### config.mk
export PLATFORM = sky130hd
export DESIGN_NAME = btpc_queue
export DESIGN_NICKNAME = d
export VERILOG_FILES = /design/src/design/btpc_pkg.sv /design/src/design/btpc_queue.sv
export SDC_FILE = /design/constraint.sdc
export NUM_CORES = 1
export LEC_CHECK = 0
export ABC_AREA = 1
export BUFFER_PORTS_ARGS = -buffer_cell sky130_fd_sc_hd__buf_2
export CAP_MARGIN = 20
export CORE_MARGIN = 2
export CORE_UTILIZATION = 35
export DETAILED_ROUTE_END_ITERATION = 10
export PLACE_DENSITY = 0.61
export SYNTH_ARGS = -nofsm -noshare
export SYNTH_HDL_FRONTEND = slang
export SYNTH_SLANG_ARGS = --single-unit
### constraint.sdc
create_clock -name clk -period 10.2 [get_ports clk]
set_input_delay 1.02 -clock clk [delete_from_list [all_inputs] [get_ports clk]]
set_output_delay 1.02 -clock clk [all_outputs]
set_load 0.05 [all_outputs]
### src/design/btpc_pkg.sv
// Shared types and constants for the barometer compensation pipeline.
package btpc_pkg;

    localparam logic [20:0] RAW_FULL_SCALE = 21'd1048576;
    localparam logic [32:0] FINE_OFFSET    = 33'd128000;
    localparam logic [11:0] PRESS_SCALE    = 12'd3125;
    localparam logic [63:0] PRESS_BIAS     = 64'h0000_8000_0000_0000;
    localparam logic [31:0] TEMP_ROUND     = 32'd128;

    typedef struct packed {
        logic        [15:0] t1;
        logic signed [15:0] t2;
        logic signed [15:0] t3;
        logic        [15:0] p1;
        logic signed [15:0] p2;
        logic signed [15:0] p3;
        logic signed [15:0] p4;
        logic signed [15:0] p5;
        logic signed [15:0] p6;
        logic signed [15:0] p7;
        logic signed [15:0] p8;
        logic signed [15:0] p9;
    } coeffs_t;

    // One classified beat handed from the front part to the back part.
    typedef struct packed {
        logic [63:0] dividend;
        logic [63:0] divisor;
        logic        negate;
        logic        zero;
        logic [31:0] temp;
    } fb_item_t;

endpackage

### src/design/btpc_queue.sv
// Short queue between the front and back parts.
module btpc_queue #(
    parameter int DEPTH = 2
) (
    input  logic               clk,
    input  logic               rst_n,
    input  logic               push_valid,
    output logic               push_ready,
    input  btpc_pkg::fb_item_t push_item,
    output logic               pop_valid,
    input  logic               pop_ready,
    output btpc_pkg::fb_item_t pop_item
);
    import btpc_pkg::*;

    localparam int PTR_W = (DEPTH > 1) ? $clog2(DEPTH) : 1;
    localparam int CNT_W = $clog2(DEPTH + 1);
    localparam logic [PTR_W-1:0] LAST_PTR = PTR_W'(DEPTH - 1);
    localparam logic [CNT_W-1:0] FULL_CNT = CNT_W'(DEPTH);

    fb_item_t         mem_reg [0:DEPTH-1];
    logic [PTR_W-1:0] wr_ptr_reg, wr_ptr_next;
    logic [PTR_W-1:0] rd_ptr_reg, rd_ptr_next;
    logic [CNT_W-1:0] count_reg, count_next;
    logic             push, pop;

    assign push_ready = (count_reg != FULL_CNT);
    assign pop_valid  = (count_reg != '0);
    assign pop_item   = mem_reg[rd_ptr_reg];
    assign push       = push_valid && push_ready;
    assign pop        = pop_valid && pop_ready;

    always_comb
    begin
        wr_ptr_next = push ? ((wr_ptr_reg == LAST_PTR) ? '0 : wr_ptr_reg + 1'b1) : wr_ptr_reg;
        rd_ptr_next = pop ? ((rd_ptr_reg == LAST_PTR) ? '0 : rd_ptr_reg + 1'b1) : rd_ptr_reg;
        count_next  = count_reg + CNT_W'(push) - CNT_W'(pop);
    end

    always_ff @(posedge clk or negedge rst_n)
    begin
        if (!rst_n)
        begin
            wr_ptr_reg <= '0;
            rd_ptr_reg <= '0;
            count_reg  <= '0;
        end
        else
        begin
            wr_ptr_reg <= wr_ptr_next;
            rd_ptr_reg <= rd_ptr_next;
            count_reg  <= count_next;
        end
    end

    always_ff @(posedge clk)
    begin
        if (push)
        begin
            mem_reg[wr_ptr_reg] <= push_item;
        end
    end

endmodule

==> results of run 1 <==
-- final timing paths --
kind,end,slack [ps],depth (start not counted)
setup / recovery,pop_item[103],6230,5
hold / removal,rd_ptr_reg,320,1
setup reg to reg,mem_reg[0][158],7450,4
hold reg to reg,count_reg[0],570,1
max in group asynchronous,rd_ptr_reg,9740,1
min in group clk,count_reg[0],570,1
-- stage by stage --
stage	setup slack [ps]	hold slack (ps)
5_1_grt	5990	293
4_1_cts	6140	293
3_5_place_dp	6690	559
3_3_place_gp	6700	541
2_1_floorplan	1610	485
6_report	6230	324
-- cell type report --
class,count,area share
diodes,6,0.000995
multi-input cells,506,0.130
repair buffers,336,0.113
clock inverters,13,0.00564
flip-flops and latches,328,0.652
clock buffers,41,0.0596
inverters,8,0.00232
well taps,448,0.0372
-- metal layers --
metal / GRT usage / vias to the layer above / routed length [um]
li1: - / 3641 / -
met1: 0.174 / 3460 / 10600
met2: 0.219 / 283 / 12000
met3: 0.0587 / 44 / 2760
met4: 0.0444 / 8 / 582
met5: 0 / - / 46
-- logic make-up (layout without fill, tap and decap cells) --
group                      Yosys count  in the layout  share of synthesized area
and+or+nand+nor                    502            502                      0.159
other                                0              6                          0
DFF                                328            328                      0.815
AOI/OAI and AO/OA                    2              2                   0.000829
adders and majority gates            1              1                    0.00104
buffers and inverters               43            398                     0.0237
xor gates and xnor gates             1              1                   0.000726
-- cells in the final DEF, fill, tap and decap left out, drive strengths merged --
cell type,instances
inv,9
xor2,1
dfrtp,4
o21ai,1
ha,1
bufinv,1
clkinv,11
a21oi,1
diode,6
clkbuf,41
nand3,2
buf,336
nor2,5
nand2,495
edfxtp,324
-- cells in the mapped netlist, drive strengths merged --
| cell type | count | area (um2) |
|---|---|---|
| nand3 | 2 | 10.0 |
| inv | 8 | 35.0 |
| dfrtp | 4 | 100 |
| ha | 1 | 12.5 |
| nand2 | 495 | 1880 |
| o21ai | 1 | 5.00 |
| buf | 35 | 250 |
| nor2 | 5 | 18.8 |
| xor2 | 1 | 8.76 |
| a21oi | 1 | 5.00 |
| edfxtp | 324 | 9730 |
==> impl_metrics.py, run 1 <==
metrics = {
    "die": {
        "die_y_um": 190,
        "rows": 67,
        "die_x_um": 190,
        "io_pins": 330,
        "initial_core_util": 0.358,
        "die_area_um2": 36000,
        "core_area_um2": 33700,
    },
    "status": {
        "status": "finished clean",
    },
    "clock_network": {
        "worst_skew_pair.late_latency_ps": 500,
        "clk_root_buffer_cell": "clkbuf_16",
        "clock-sinks": 328,
        "cts_buffers": 35,
        "clock_path_buffers": 3,
        "clk_pin_slew_ps": 60,
        "ctsResizeCount": 0,
        "cts_hold_buf": 0,
        "cts.htree.levels": 2,
        "post_cts_buffers": 0,
        "cts_tree": "yes",
    },
    "detailed_routing": {
        "wl_per_cell_um": 15.4,
        "route.detailed.drc": 0,
        "first_pass_iters": 4,
        "drtIter0Drc": 398,
        "drt-total-wl_um": 26000,
        "ant_nets": 0,
        "vias_per_cell": 4.41,
        "vias": 7436,
    },
    "global_route": {
        "grt_use_total": 0.139,
        "grt_max_degree": 86,
        "grt_pass1_vias": 7241,
        "grt_pass1_wl_um": 38800,
        "antenna_found_initial": 8,
        "grt.overflow.total": 0,
    },
    "sta": {
        "hold_violations": 0,
        "period_minus_slack_ps": 3970,
        "finClkSkew_ps": 11.5,
        "finalSetupTns_ps": 0,
        "setup_viol": 0,
        "fmax_ghz": 0.252,
        "rsz0062_at_grt": "false",
        "slew_viol_final": 0,
        "period_share": 0.389,
        "tightest_slew_ps": 1020,
        "worst_slew_margin_rel": 0.317,
    },
    "setup_path": {
        "cp-end-kind": "primary output",
        "crit_chain": "inv_6 > buf_4 > nand2_1 > nand2_1 > buf_2",
        "setup.worst_path.class": "reg -> out",
        "critPathArrivalTime_ps": 2950,
        "slowest_stage": "buf_4",
        "worstReg2RegStart": "count_reg[1]",
        "cpMostUsedCell": "nand2_1",
        "startpoint": "rd_ptr_reg",
        "cpLargestDelayFamily": "buffers and inverters",
        "cp_slowest_stage_delay_ps": 810,
        "critPathBufInv": 3,
        "cp-start-kind": "flop",
        "critPathMaxFanout": 85,
        "worstPathRequired_ps": 9180,
    },
    "layout": {
        "multi_input_area_um2": 1960,
        "fin_nets": 1382,
        "final.fill_count": 3142,
        "regArea_um2": 9830,
        "utilization": 0.448,
        "design_area_um2": 15100,
        "stdcell_count": 1686,
        "drive_above_1_share": 0.317,
        "syn2layout_area_growth_pct": 25.1,
        "largest_reg_flops": 324,
    },
    "synthesis": {
        "ys_seq_elements": 328,
        "ys_seq_area_frac": 0.815,
        "yosys_warnings": 0,
        "ys_types": 15,
        "syn_nets": 1044,
        "avgSynthCellArea_um2": 13.7,
        "syn_area_um2": 12100,
        "synth_cells": 877,
    },
    "run": {
        "maxCapViolations": 0,
    },
    "placed_design": {
        "place_inst": 1626,
        "gp_congestion": 0.791,
        "portBuffers": 329,
        "placed_area_um2": 14100,
        "hpwl_um": 16600,
    },
    "worst_hold_path": {
        "hold_path.class": "in -> async",
    },
}
Power of run 1 is left out: the tool's default activity adds up to more than one toggle a clock period on the data nets, which glitch-free logic cannot reach.
==> run 2: changes to the inputs <==
- clock period: 10.2 -> 4.15 ns (I/O delays scaled with it)
==> run 2 against run 1 <==
Against the previous run: worst hold slack got worse by 230 ps; first-iteration DRC count increased by 5.5%; cell area increased by 1.0%; global-route usage increased by 0.21 points; via count increased by 1.2%; register-to-register slack got worse by 5500 ps; critical path depth decreased by 1; utilization increased by 0.45 points; non-clock buffer count increased by 1; clock-buffer cell count increased by 2; sequential cell count unchanged; highest routed layer unchanged.
==> impl_metrics.py, run 2 (same netlist as run 1, synthesis figures left out) <==
metrics = {
    "sta": {
        "fmax_ghz": 0.364,
        "finClkSkew_ps": 16.2,
        "period_minus_slack_ps": 2750,
        "worst_slack_ps": 1400,
        "setup_viol": 0,
        "tightest_slew_ps": 1100,
        "rsz0062_at_grt": "false",
        "period_share": 0.662,
        "worst_slew_margin_rel": 0.264,
        "slew_viol_final": 0,
        "hold_violations": 0,
    },
    "worst_hold_path": {
        "hold_depth": 1,
        "min_delay_worst_endpoint": "mem_reg[1][2]",
        "hold_path.class": "in -> reg",
        "min_from": "push_item[2]",
    },
    "setup_path": {
        "cp-end-kind": "primary output",
        "setup.worst_path.class": "reg -> out",
        "worst_r2r_path_depth": 5,
        "reg2reg_to": "mem_reg[0][70]",
        "critPathArrivalTime_ps": 2330,
        "cp-start-kind": "flop",
        "worstPathRequired_ps": 3730,
        "critPathMaxFanout": 162,
        "r2r_setup_slack_ps": 1930,
        "worstReg2RegStart": "count_reg[0]",
    },
    "detailed_routing": {
        "drtIter0Drc": 420,
        "vias": 7522,
        "wl_met3_um": 2790,
        "route.detailed.drc": 0,
        "ant_nets": 0,
        "top_layer": "met5",
        "first_pass_iters": 7,
        "wl_met2_um": 12100,
        "drt-total-wl_um": 26100,
        "vias_per_cell": 4.45,
        "wl_per_cell_um": 15.4,
        "met1Wirelength_um": 10500,
    },
    "layout": {
        "utilization": 0.452,
        "stdcell_count": 1690,
        "drive_above_1_share": 0.319,
        "final_cell_mix": "nand2_1 (485), buf_2 (329), edfxtp_1 (324)",
        "mostFrequentLayoutCell": "nand2_1",
        "syn2layout_area_growth_pct": 26.4,
        "largest_reg_flops": 324,
        "fin_nets": 1384,
    },
    "clock_network": {
        "clk_pin_slew_ps": 60,
        "cts_buffers": 36,
        "cts.htree.levels": 2,
        "cts_tree": "yes",
        "clk_root_buffer_cell": "clkbuf_16",
        "clock_path_buffers": 3,
        "worst_skew_pair.late_latency_ps": 510,
        "ctsResizeCount": 0,
        "clock-sinks": 328,
    },
    "die": {
        "io_pins": 330,
        "die_y_um": 190,
        "die_area_um2": 36000,
        "rows": 67,
        "initial_core_util": 0.358,
        "core_area_um2": 33700,
        "die_x_um": 190,
    },
    "global_route": {
        "grt_max_degree": 163,
        "grt_use_total": 0.141,
        "antenna_found_initial": 8,
        "grt_pass1_vias": 7213,
        "grt_pass1_wl_um": 39400,
        "grt.overflow.total": 0,
    },
    "placed_design": {
        "place_ws_ps": 1910,
        "hpwl_um": 16300,
        "place_inst": 1626,
        "portBuffers": 329,
        "gp_congestion": 0.753,
    },
    "run": {
        "maxCapViolations": 0,
    },
    "status": {
        "status": "finished clean",
    },
}
-- run 2: cell count changes in the layout (fill, tap and decap cells not counted), sizes merged --
cell	before	now
dlygate4sd3	0	1
clkbuf	41	43
clkinv	11	15
diode	6	3
-- run 2: final cells by class --
type / count / area, um2
fillers: 3058 / 18500
flip-flops and latches: 328 / 9830
multi-input cells: 506 / 1960
repair buffers: 337 / 1780
clock buffers: 43 / 948
well taps: 448 / 561
clock inverters: 17 / 110
inverters: 8 / 35.0
diodes: 3 / 7.51
-- run 2: worst max-delay path, stage by stage (launching register included) --
cell and delay, ps:
dfrtp_4 450, buf_12 370, nand2_1 190, nand2_1 120, buf_2 260
-- run 2: timing repair --
| item | CTS | global route |
|---|---|---|
| endpoints found under the hold margin | 4 | 0 |
| hold buffers | 1 | 0 |
| buffers inserted | 0 | 0 |
-- run 2: worst max path at each step --
| stage | start | endpoint | slack [ps] |
|---|---|---|---|
| after floorplan | count_reg[1] | mem_reg[1][0] | -1590 |
| after global placement | rd_ptr_reg | pop_item[65] | 1920 |
| after detailed placement | count_reg[1] | mem_reg[0][2] | 1910 |
| after CTS | rd_ptr_reg | pop_item[113] | 1360 |
| after global routing | rd_ptr_reg | pop_item[7] | 1260 |
| final | rd_ptr_reg | pop_item[132] | 1400 |
-- run 2: stage by stage --
stage                     hold slack (ps)  area (um2)  TNS [ps]
after floorplan                       119       12100   -512090
after global placement                231       14200         0
after detailed placement              232       14200         0
after CTS                            60.2       15200         0
after global routing                 63.4       15200         0
final                                93.9       15200         0
-- run 2: per-layer routing --
metal,track usage,up-vias
li1,-,3657
met1,0.178,3515
met2,0.222,283
met3,0.0570,57
met4,0.0447,10
met5,0,-
Power of run 2 is left out for the same reason.
